<file path="src/rtl/tpcsa_pkg.sv">
// Shared constants, codes and word types for the two-priority slot allocator.
package tpcsa_pkg;

  localparam int SLOTS  = 1024;
  localparam int ADDR_W = $clog2(SLOTS);
  localparam int NUM_W  = 11;

  localparam logic [NUM_W-1:0] CFG_RESET = 11'd1024;

  localparam logic [1:0] HOLD_FREE = 2'd0;
  localparam logic [1:0] HOLD_LOW  = 2'd1;
  localparam logic [1:0] HOLD_HIGH = 2'd2;

  localparam logic [1:0] FUNC_ALLOC_LOW  = 2'd0;
  localparam logic [1:0] FUNC_ALLOC_HIGH = 2'd1;
  localparam logic [1:0] FUNC_FREE       = 2'd2;
  localparam logic [1:0] FUNC_UNUSED     = 2'd3;

  typedef struct packed {
    logic [1:0]       func;
    logic [NUM_W-1:0] run_length;
    logic [NUM_W-1:0] first_slot;
    logic [NUM_W-1:0] last_slot;
  } in_word_t;

  typedef struct packed {
    logic             status;
    logic [NUM_W-1:0] start_slot;
  } out_word_t;

endpackage

</file>
<file path="src/rtl/tpcsa_ram.sv">
// Generic single-write, single-read RAM with registered read data.
module tpcsa_ram #(
  parameter int WIDTH = 2,
  parameter int DEPTH = 1024
) (
  input  logic                     clk,
  input  logic                     we,
  input  logic [$clog2(DEPTH)-1:0] waddr,
  input  logic [WIDTH-1:0]         wdata,
  input  logic [$clog2(DEPTH)-1:0] raddr,
  output logic [WIDTH-1:0]         rdata
);
  logic [WIDTH-1:0] mem [DEPTH];

  always_ff @(posedge clk) begin
    if (we) begin
      mem[waddr] <= wdata;
    end
    rdata <= mem[raddr];
  end
endmodule

</file>
<file path="src/rtl/two_priority_contiguous_slot_allocator_top.sv">
// Two-priority contiguous slot allocator: slot table scanner and range writer.
// The scan reads one slot per cycle; a high allocate that finds no free run rescans with
// low holders open to pre-emption. A free is clipped to slots 1..n before its range is
// written; an empty free, a rejected or an unused word goes straight to the result. One
// word at a time, the next accepted only after the result is taken. Reset and each count
// write start a clearing pass over all 1024 slots.
module two_priority_contiguous_slot_allocator_top (
  input  logic                  clk,
  input  logic                  rst,
  input  logic                  in_valid,
  output logic                  in_stall,
  input  tpcsa_pkg::in_word_t   in_word,
  output logic                  out_valid,
  input  logic                  out_stall,
  output tpcsa_pkg::out_word_t  out_word,
  input  logic                  cfg_valid,
  output logic                  cfg_ready,
  input  logic [10:0]           cfg_data
);
  import tpcsa_pkg::*;

  // Sequencer states. CLEAR sweeps the table, SCAN streams slots through the
  // compare unit, MARK writes a range, OUT holds the result word.
  localparam logic [2:0] S_CLEAR = 3'd0;
  localparam logic [2:0] S_IDLE  = 3'd1;
  localparam logic [2:0] S_SCAN  = 3'd2;
  localparam logic [2:0] S_MARK  = 3'd3;
  localparam logic [2:0] S_OUT   = 3'd4;

  logic [2:0]        state;
  logic [NUM_W-1:0]  cfg;
  logic [ADDR_W-1:0] clr;
  logic [1:0]        func;
  logic [NUM_W-1:0]  len;
  logic [1:0]        limit;
  logic [NUM_W-1:0]  ra;
  logic              dv;
  logic [ADDR_W-1:0] di;
  logic [NUM_W-1:0]  count;
  logic [ADDR_W-1:0] wa;
  logic [NUM_W-1:0]  rem;
  logic [1:0]        who;
  logic              res_status;
  logic [NUM_W-1:0]  res_start;

  logic [NUM_W-1:0]  n;
  logic [NUM_W-1:0]  di_ext;
  logic [NUM_W-1:0]  start_m1;
  logic [NUM_W-1:0]  free_f;
  logic [NUM_W-1:0]  free_l;
  logic [NUM_W-1:0]  free_f_m1;
  logic              we;
  logic [ADDR_W-1:0] waddr;
  logic [1:0]        wdata;
  logic [1:0]        rdata;

  // The managed count is the register clipped to the table size.
  assign n         = (cfg > NUM_W'(SLOTS)) ? NUM_W'(SLOTS) : cfg;
  assign di_ext    = NUM_W'(di);
  assign start_m1  = di_ext + NUM_W'(1) - len;
  assign free_f    = (in_word.first_slot < NUM_W'(1)) ? NUM_W'(1) : in_word.first_slot;
  assign free_l    = (in_word.last_slot > n) ? n : in_word.last_slot;
  assign free_f_m1 = free_f - NUM_W'(1);

  assign we    = (state == S_CLEAR) || (state == S_MARK);
  assign waddr = (state == S_CLEAR) ? clr : wa;
  assign wdata = (state == S_CLEAR) ? HOLD_FREE : who;

  tpcsa_ram #(.WIDTH(2), .DEPTH(SLOTS)) u_table (
    .clk   (clk),
    .we    (we),
    .waddr (waddr),
    .wdata (wdata),
    .raddr (ra[ADDR_W-1:0]),
    .rdata (rdata)
  );

  // A count write is only taken while no word is in flight, and it wins over
  // an input word offered in the same cycle, which is stalled meanwhile.
  assign cfg_ready           = (state == S_IDLE) || (state == S_CLEAR);
  assign in_stall            = (state != S_IDLE) || cfg_valid;
  assign out_word.status     = res_status;
  assign out_word.start_slot = res_start;

  always_ff @(posedge clk) begin
    if (rst) begin
      state     <= S_CLEAR;
      clr       <= '0;
      cfg       <= CFG_RESET;
      out_valid <= 1'b0;
    end else if (cfg_valid && cfg_ready) begin
      // A new count frees every slot, so the sweep starts again.
      cfg   <= cfg_data;
      state <= S_CLEAR;
      clr   <= '0;
    end else begin
      unique case (state)
        S_CLEAR: begin
          clr <= clr + ADDR_W'(1);
          if (clr == ADDR_W'(SLOTS - 1)) begin
            state <= S_IDLE;
          end
        end
        S_IDLE: begin
          if (in_valid) begin
            func  <= in_word.func;
            len   <= in_word.run_length;
            limit <= HOLD_FREE;
            ra    <= '0;
            dv    <= 1'b0;
            count <= '0;
            res_status <= 1'b0;
            res_start  <= '0;
            if (in_word.func == FUNC_ALLOC_LOW || in_word.func == FUNC_ALLOC_HIGH) begin
              if (in_word.run_length == '0 || in_word.run_length > n) begin
                res_status <= 1'b1;
                out_valid  <= 1'b1;
                state      <= S_OUT;
              end else begin
                state <= S_SCAN;
              end
            end else if (in_word.func == FUNC_FREE && free_f <= free_l) begin
              wa    <= free_f_m1[ADDR_W-1:0];
              rem   <= free_l - free_f + NUM_W'(1);
              who   <= HOLD_FREE;
              state <= S_MARK;
            end else begin
              out_valid <= 1'b1;
              state     <= S_OUT;
            end
          end
        end
        S_SCAN: begin
          dv <= (ra < n);
          di <= ra[ADDR_W-1:0];
          if (ra < n) begin
            ra <= ra + NUM_W'(1);
          end
          if (dv) begin
            if (rdata <= limit && count + NUM_W'(1) == len) begin
              wa         <= start_m1[ADDR_W-1:0];
              rem        <= len;
              who        <= (func == FUNC_ALLOC_LOW) ? HOLD_LOW : HOLD_HIGH;
              res_start  <= start_m1 + NUM_W'(1);
              state      <= S_MARK;
            end else begin
              if (rdata <= limit) begin
                count <= count + NUM_W'(1);
              end else begin
                count <= '0;
              end
              if (di_ext == n - NUM_W'(1)) begin
                if (func == FUNC_ALLOC_HIGH && limit == HOLD_FREE) begin
                  // No free run: rescan allowing low holders to be pre-empted.
                  limit <= HOLD_LOW;
                  ra    <= '0;
                  dv    <= 1'b0;
                  count <= '0;
                end else begin
                  res_status <= 1'b1;
                  out_valid  <= 1'b1;
                  state      <= S_OUT;
                end
              end
            end
          end
        end
        S_MARK: begin
          wa  <= wa + ADDR_W'(1);
          rem <= rem - NUM_W'(1);
          if (rem == NUM_W'(1)) begin
            out_valid <= 1'b1;
            state     <= S_OUT;
          end
        end
        S_OUT: begin
          if (!out_stall) begin
            out_valid <= 1'b0;
            state     <= S_IDLE;
          end
        end
        default: begin
          state <= S_IDLE;
        end
      endcase
    end
  end
endmodule
</file>
<file path="config.mk">
export PLATFORM = sky130hd
export DESIGN_NAME = two_priority_contiguous_slot_allocator_top
export DESIGN_NICKNAME = d
export VERILOG_FILES = /design/src/rtl/tpcsa_pkg.sv /design/src/rtl/tpcsa_ram.sv /design/src/rtl/two_priority_contiguous_slot_allocator_top.sv
export SDC_FILE = /design/constraint.sdc
export NUM_CORES = 2
export LEC_CHECK = 0
export BUFFER_PORTS_ARGS = -buffer_cell sky130_fd_sc_hd__buf_2
export CORE_ASPECT_RATIO = 1.75
export CORE_MARGIN = 2
export CORE_UTILIZATION = 30
export DETAILED_ROUTE_END_ITERATION = 10
export PLACE_DENSITY = 0.56
export SLEW_MARGIN = 20
export SYNTH_ARGS = -nofsm -noshare
export SYNTH_HDL_FRONTEND = slang
export SYNTH_SLANG_ARGS = --single-unit
</file>
<file path="constraint.sdc">
create_clock -name clk -period 28.7 [get_ports clk]
set_input_delay 0 -clock clk [delete_from_list [all_inputs] [get_ports clk]]
set_output_delay 0 -clock clk [all_outputs]
set_load 0.03 [all_outputs]
</file>
# Yosys cells after proc, flatten, opt, wreduce, memory -nomap -nowiden
# Memories as Yosys holds them, arrays and structs flattened. A register that Yosys moved wholly into a read port is not among the register bits.
# Cells that the tools add are included.
totals:
  out_inout_bits: 15
  ramBits: 2048
  reg_bits: 108
  n_memories: 1
memory_table:
  columns: ["name", "words", "width", "read_ports", "rd_ports_with_merged_regs", "write_ports", "line_no", "rtl"]
  rows:
  - ["u_table.mem", 1024, 2, 1, 1, 1, "tpcsa_ram.sv:13", "logic [WIDTH-1:0] mem [DEPTH];"]
classes:
  n_eq_ne: 28
  magnitude_cmp: 7
  n_mux: 81
  bitwise_logic: 2
  n_reduce_logical: 29
  addsub: 12
op_table:
  columns: ["cell", "count"]
  rows:
  - ["$mux 11", 21]
  - ["$pmux 11 s2", 3]
  - ["$mux 10", 6]
  - ["$add 11x1->11 const B", 4]
  - ["$mux 3", 11]
  - ["$pmux 11 s3", 1]
  - ["$reduce_and 8->1", 4]
  - ["$pmux 10 s3", 1]
  - ["$mux 2", 12]
  - ["$gt 11x11->1", 2]
  - ["$sub 11x1->11 const B", 2]
  - ["$sub 11x11->11", 2]
  - ["$add 10x1->10 const B", 2]
  - ["$mux 1", 20]
  - ["$ne 2x2->1 const B", 9]
  - ["$pmux 3 s5", 1]
  - ["$reduce_and 6->1", 2]
  - ["$add 10x1->11 const B", 1]
  - ["$eq 10x11->1", 1]
  - ["$eq 11x1->1 const B", 1]
  - ["$eq 11x11->1", 1]
  - ["$gt 11x11->1 const B", 1]
  - ["$le 11x11->1", 1]
  - ["$logic_not 11->1", 1]
  - ["30 further kinds", 49]

# Longest topological paths before layout
depth:
  word_depth: 10
  mapped_depth: 28
  mapped_depth_nobuf: 26

# By module
# Synthesis repeated with hierarchy kept, for this count alone.
unflattened:
  cells_unflattened: 5751
  hier_area_um2: 92359.8
by_module_without_submodules:
  columns: ["mod", "seq_area_each_um2", "cells_per_inst", "n_inst", "area_each_um2"]
  rows:
  - ["tpcsa_ram", 61539.0, 4793, 1, 83757.8]
  - ["two_priority_contiguous_slot_allocator_top", 2962.8, 958, 1, 8602.0]

# Worst setup path before layout
# No wires, ideal clock.
synth_path:
  path_type: "reg2reg"
  startpoint: "reg state[2]"
  endpoint: "mem u_table.mem[0][0], data pin"
  t_arrival_ns: 25.957
  synth_period_minus_slack_ns: 31.202
  t_required_ns: 23.456
  path_buffers: 4
  stages_incl_launch_ff: 7
  setup_ns: 5.244
  path_slack_ns: -2.502
  cell_sequence: "dfxtp_1 clkbuf_1 nor3_1 buf_2 clkbuf_1 buf_1 nor2b_1"
synth_via:
  elab_chain_len: 2
synth_lines:
  columns: ["item", "line_no", "rtl"]
  rows:
  - ["start: declaration", "two_priority_contiguous_slot_allocator_top.sv:30", "logic [2:0] state;"]
  - ["start signal: assignment", "two_priority_contiguous_slot_allocator_top.sv:87", "state <= S_CLEAR;"]
  - ["start signal: assignment", "two_priority_contiguous_slot_allocator_top.sv:94", "state <= S_CLEAR;"]
  - ["start signal: assignment", "two_priority_contiguous_slot_allocator_top.sv:101", "state <= S_IDLE;"]
  - ["$logic_not 3->1", "two_priority_contiguous_slot_allocator_top.sv:67", "assign wdata = (state == S_CLEAR) ? HOLD_FREE : who;"]
  - ["$mux 2", "two_priority_contiguous_slot_allocator_top.sv:67", null]
  - ["net u_table.wdata[0]", "tpcsa_ram.sv:9", "input logic [WIDTH-1:0] wdata,"]
  - ["end: declaration", "tpcsa_ram.sv:13", null]
# The timed path passes the listed nets, and every way through them passes these cells.

==> flow_summary.ini <==
[critical_path]
crit_required_ns = 29.42
reg2reg_slack_ns = 21.71
critPathMaxFanout = 124
path_class = flop to flop
critPathArrivalTime_ns = 7.72
endpoint_kind = flop
cp-start-kind = flop

[clocking]
path_clk_slew_ns = 0.07
cts_sinks = 2157
cts.root.buffer_cell = clkbuf_16
cts_buffer_depth = 4
post-cts-setup-buffers = 0
cts_tree = built
postCtsHoldBufs = 93
numCtsBuffers = 188
clk_latency_ns = 0.87
cts_max_level = 4
cts_resized = 0

[timing]
worst_slack_ns = 21.71
maxSlewHeadroom_pct = 13.0
rsz0062_at_grt = no
finalSetupViolations = 0
max_freq_mhz = 143
slew_viol_final = 0
fin_worst_skew_ns = 0.0588
setup_tns_ns = 0
hold_violations = 0
fin_crit_sh_pct = 24.4
tightest_slew_ns = 1.30
period_minus_slack_ns = 6.99

[detailed_routing]
drt-pass1-iter-count = 6
drt_iter0_drc = 5458
drc = 0
totalWireLength_um = 293000
vias = 52500
ant_nets = 0
wl_per_cell_um = 29.5
avgViaCountPerCell = 5.29

[logic_synthesis]
synthFlopType = edfxtp_1
yosys.area.top_type = edfxtp_1
synth_fp_nets = 5808
synthTopCellsByCount = edfxtp_1 (2130), nor2_1 (1166), mux4_2 (485)
netlist_instances = 5664
syn_area_mm2 = 0.0921
synth_enable_flop_cells = 2130
ys_warn_count = 0
yosys-top-cells-area = edfxtp_1 (69%), mux4_2 (12%), nor2_1 (4.8%)
yosysMostFrequentCell = edfxtp_1
avgSynthCellArea_um2 = 16.3
async_flop_share_pct = 0
synth_seq_cells = 2157
synth.distinct_cells = 82
yosysSeqAreaShare_pct = 70.1
synth_top_area_share_pct = 69.5

[finish]
nets = 5870
post-route-cell-area_mm2 = 0.104
area_delta_synth_final_pct = 12.7
drive_above_1_share_pct = 18.3
fin_cells = 9932

[die]
top_level_ports = 66
start_util_pct = 30.1
die_area_mm2 = 0.311
fp.coreArea_mm2 = 0.306
chipHeight_um = 737
dieWidth_um = 423
core.rowCount = 269

[power_and_ir_drop]
sequentialPowerShare_pct = 56.2
powerDensity_mw_per_mm2 = 58.5
ir_worst_vdd_mv = 0.0467
p_sw_share_pct = 19.9
p_int_uw = 4860
p_switching_uw = 1210
power.total_uw = 6070
combinationalPowerShare_pct = 1.4
p_leak_uw = 0.0265
clock_power_share_pct = 42.5

[global_routing]
grt_pass1_wl_um = 407000
grt_start_max_net_pins = 281
grt_usage_pct = 18.3
grt-ovfl-total = 0
grt_pass1_vias = 54700
antenna_found_initial = 9

[place]
dp.cells = 9506
dpl_worst_slack_ns = 21.76
hpwl_um = 175000
io_buffers = 65
gp_congestion = 0.873
place_area_mm2 = 0.0967

[run]
drv_cap = 0

[worst_hold_path]
worst_hold_path_type = input port to flop

[status]
outcome = complete, no violations
-- metal layers --
metal  wire length [um]  vias to the layer above  track usage [%]
met5                 25                        -                0
met3              16900                      689             2.07
met2             155000                     2138             33.7
met1              98200                    27800             19.6
met4              22300                        4             12.2
li1                   -                    21900                -
-- critical path: stages, from the launching register on --
cell	delay, ns
edfxtp_1	0.37
buf_12	0.57
buf_4	0.77
buf_4	0.78
buf_4	0.59
buf_12	0.58
and2_1	0.27
buf_4	0.37
a221oi_1	0.21
a22oi_1	0.25
o221ai_1	0.60
a21oi_1	0.73
nand2_1	0.13
a31oi_1	0.22
o221ai_1	0.15
-- final timing paths --
kind | to | start | cells after the start
worst min-delay path | rem[3]$_DFFE_PP_ | in_word[2] | 6
worst min register to register | di[3]$_DFFE_PP_ | ra[3]$_SDFFCE_PN0P_ | 0
worst max-delay path | u_table.rdata[1]$_DFF_P_ | ra[1]$_SDFFCE_PN0P_ | 14
worst max register to register | u_table.rdata[1]$_DFF_P_ | ra[1]$_SDFFCE_PN0P_ | 14
-- cell families (layout without fill, tap and decap cells) --
logic type      after synthesis  count (layout)  synth area share, %
compound gates              509             509                 3.83
xor+xnor                     92              92                0.935
fa+ha+maj                    93              93                 1.28
buf+inv                     503             704                 2.72
flops                      2157            2157                 70.1
mux                         672             672                 13.9
other cells                   0               2                    0
simple gates               1638            1638                 7.25
-- state kept, by name (all words and copies together), names as in the netlist --
name           count
limit              1
cfg               11
di                10
ra                11
out_valid          1
rem               11
u_table.rdata      2
len               11
count             11
wa                10
res_status         1
dv                 1
who                2
u_table.mem     2048
state              3
clr               10
res_start         11
func               2
-- cells in the final DEF, fill, tap and decap left out, types with 26 or more instances in the layout --
cell type         n
edfxtp_1       2130
nor2_1         1158
mux4_2          485
clkbuf_16       191
nand2_1         187
mux2i_1         167
buf_4           133
a21oi_1         120
dlygate4sd3_1    93
ha_1             91
buf_2            65
inv_1            64
o21ai_0          61
xnor2_1          56
nand2_2          50
a22oi_1          49
nand3_1          48
clkinv_1         44
nor3_1           36
xor2_1           32
a221oi_1         31
clkinv_2         30
nor2b_1          28
dfxtp_1          27
o221ai_1         26
clkbuf_1         26
-- metrics by stage --
stage / hold WS, ns / utilization [%]
floorplan: 0.0944 / -
global placement: 0.215 / 31.6
detailed placement: 0.216 / 31.6
CTS: 0.0498 / 33.9
global route: 0.116 / 33.9
finish: 0.0959 / 33.9
-- power by group through the flow --
stage	logic, uW	clock network, uW	registers, uW
after global routing	91.3	2710	3410
final	83.6	2580	3410
after CTS	84.0	2620	3410
after global placement	73.9	0	3480
after floorplan	46.8	0	3480
after detailed placement	73.3	0	3480
-- final cells by class --
type,count,area (um2)
flip-flops and latches,2157,64500
fillers,29200,202000
clock inverters,111,1100
repair buffers,307,2560
well taps,4065,5090
clock buffers,218,4890
diodes,2,5.00
multi-input cells,3004,25300
inverters,68,262
Note: power is estimated with default switching activity, not from simulation.
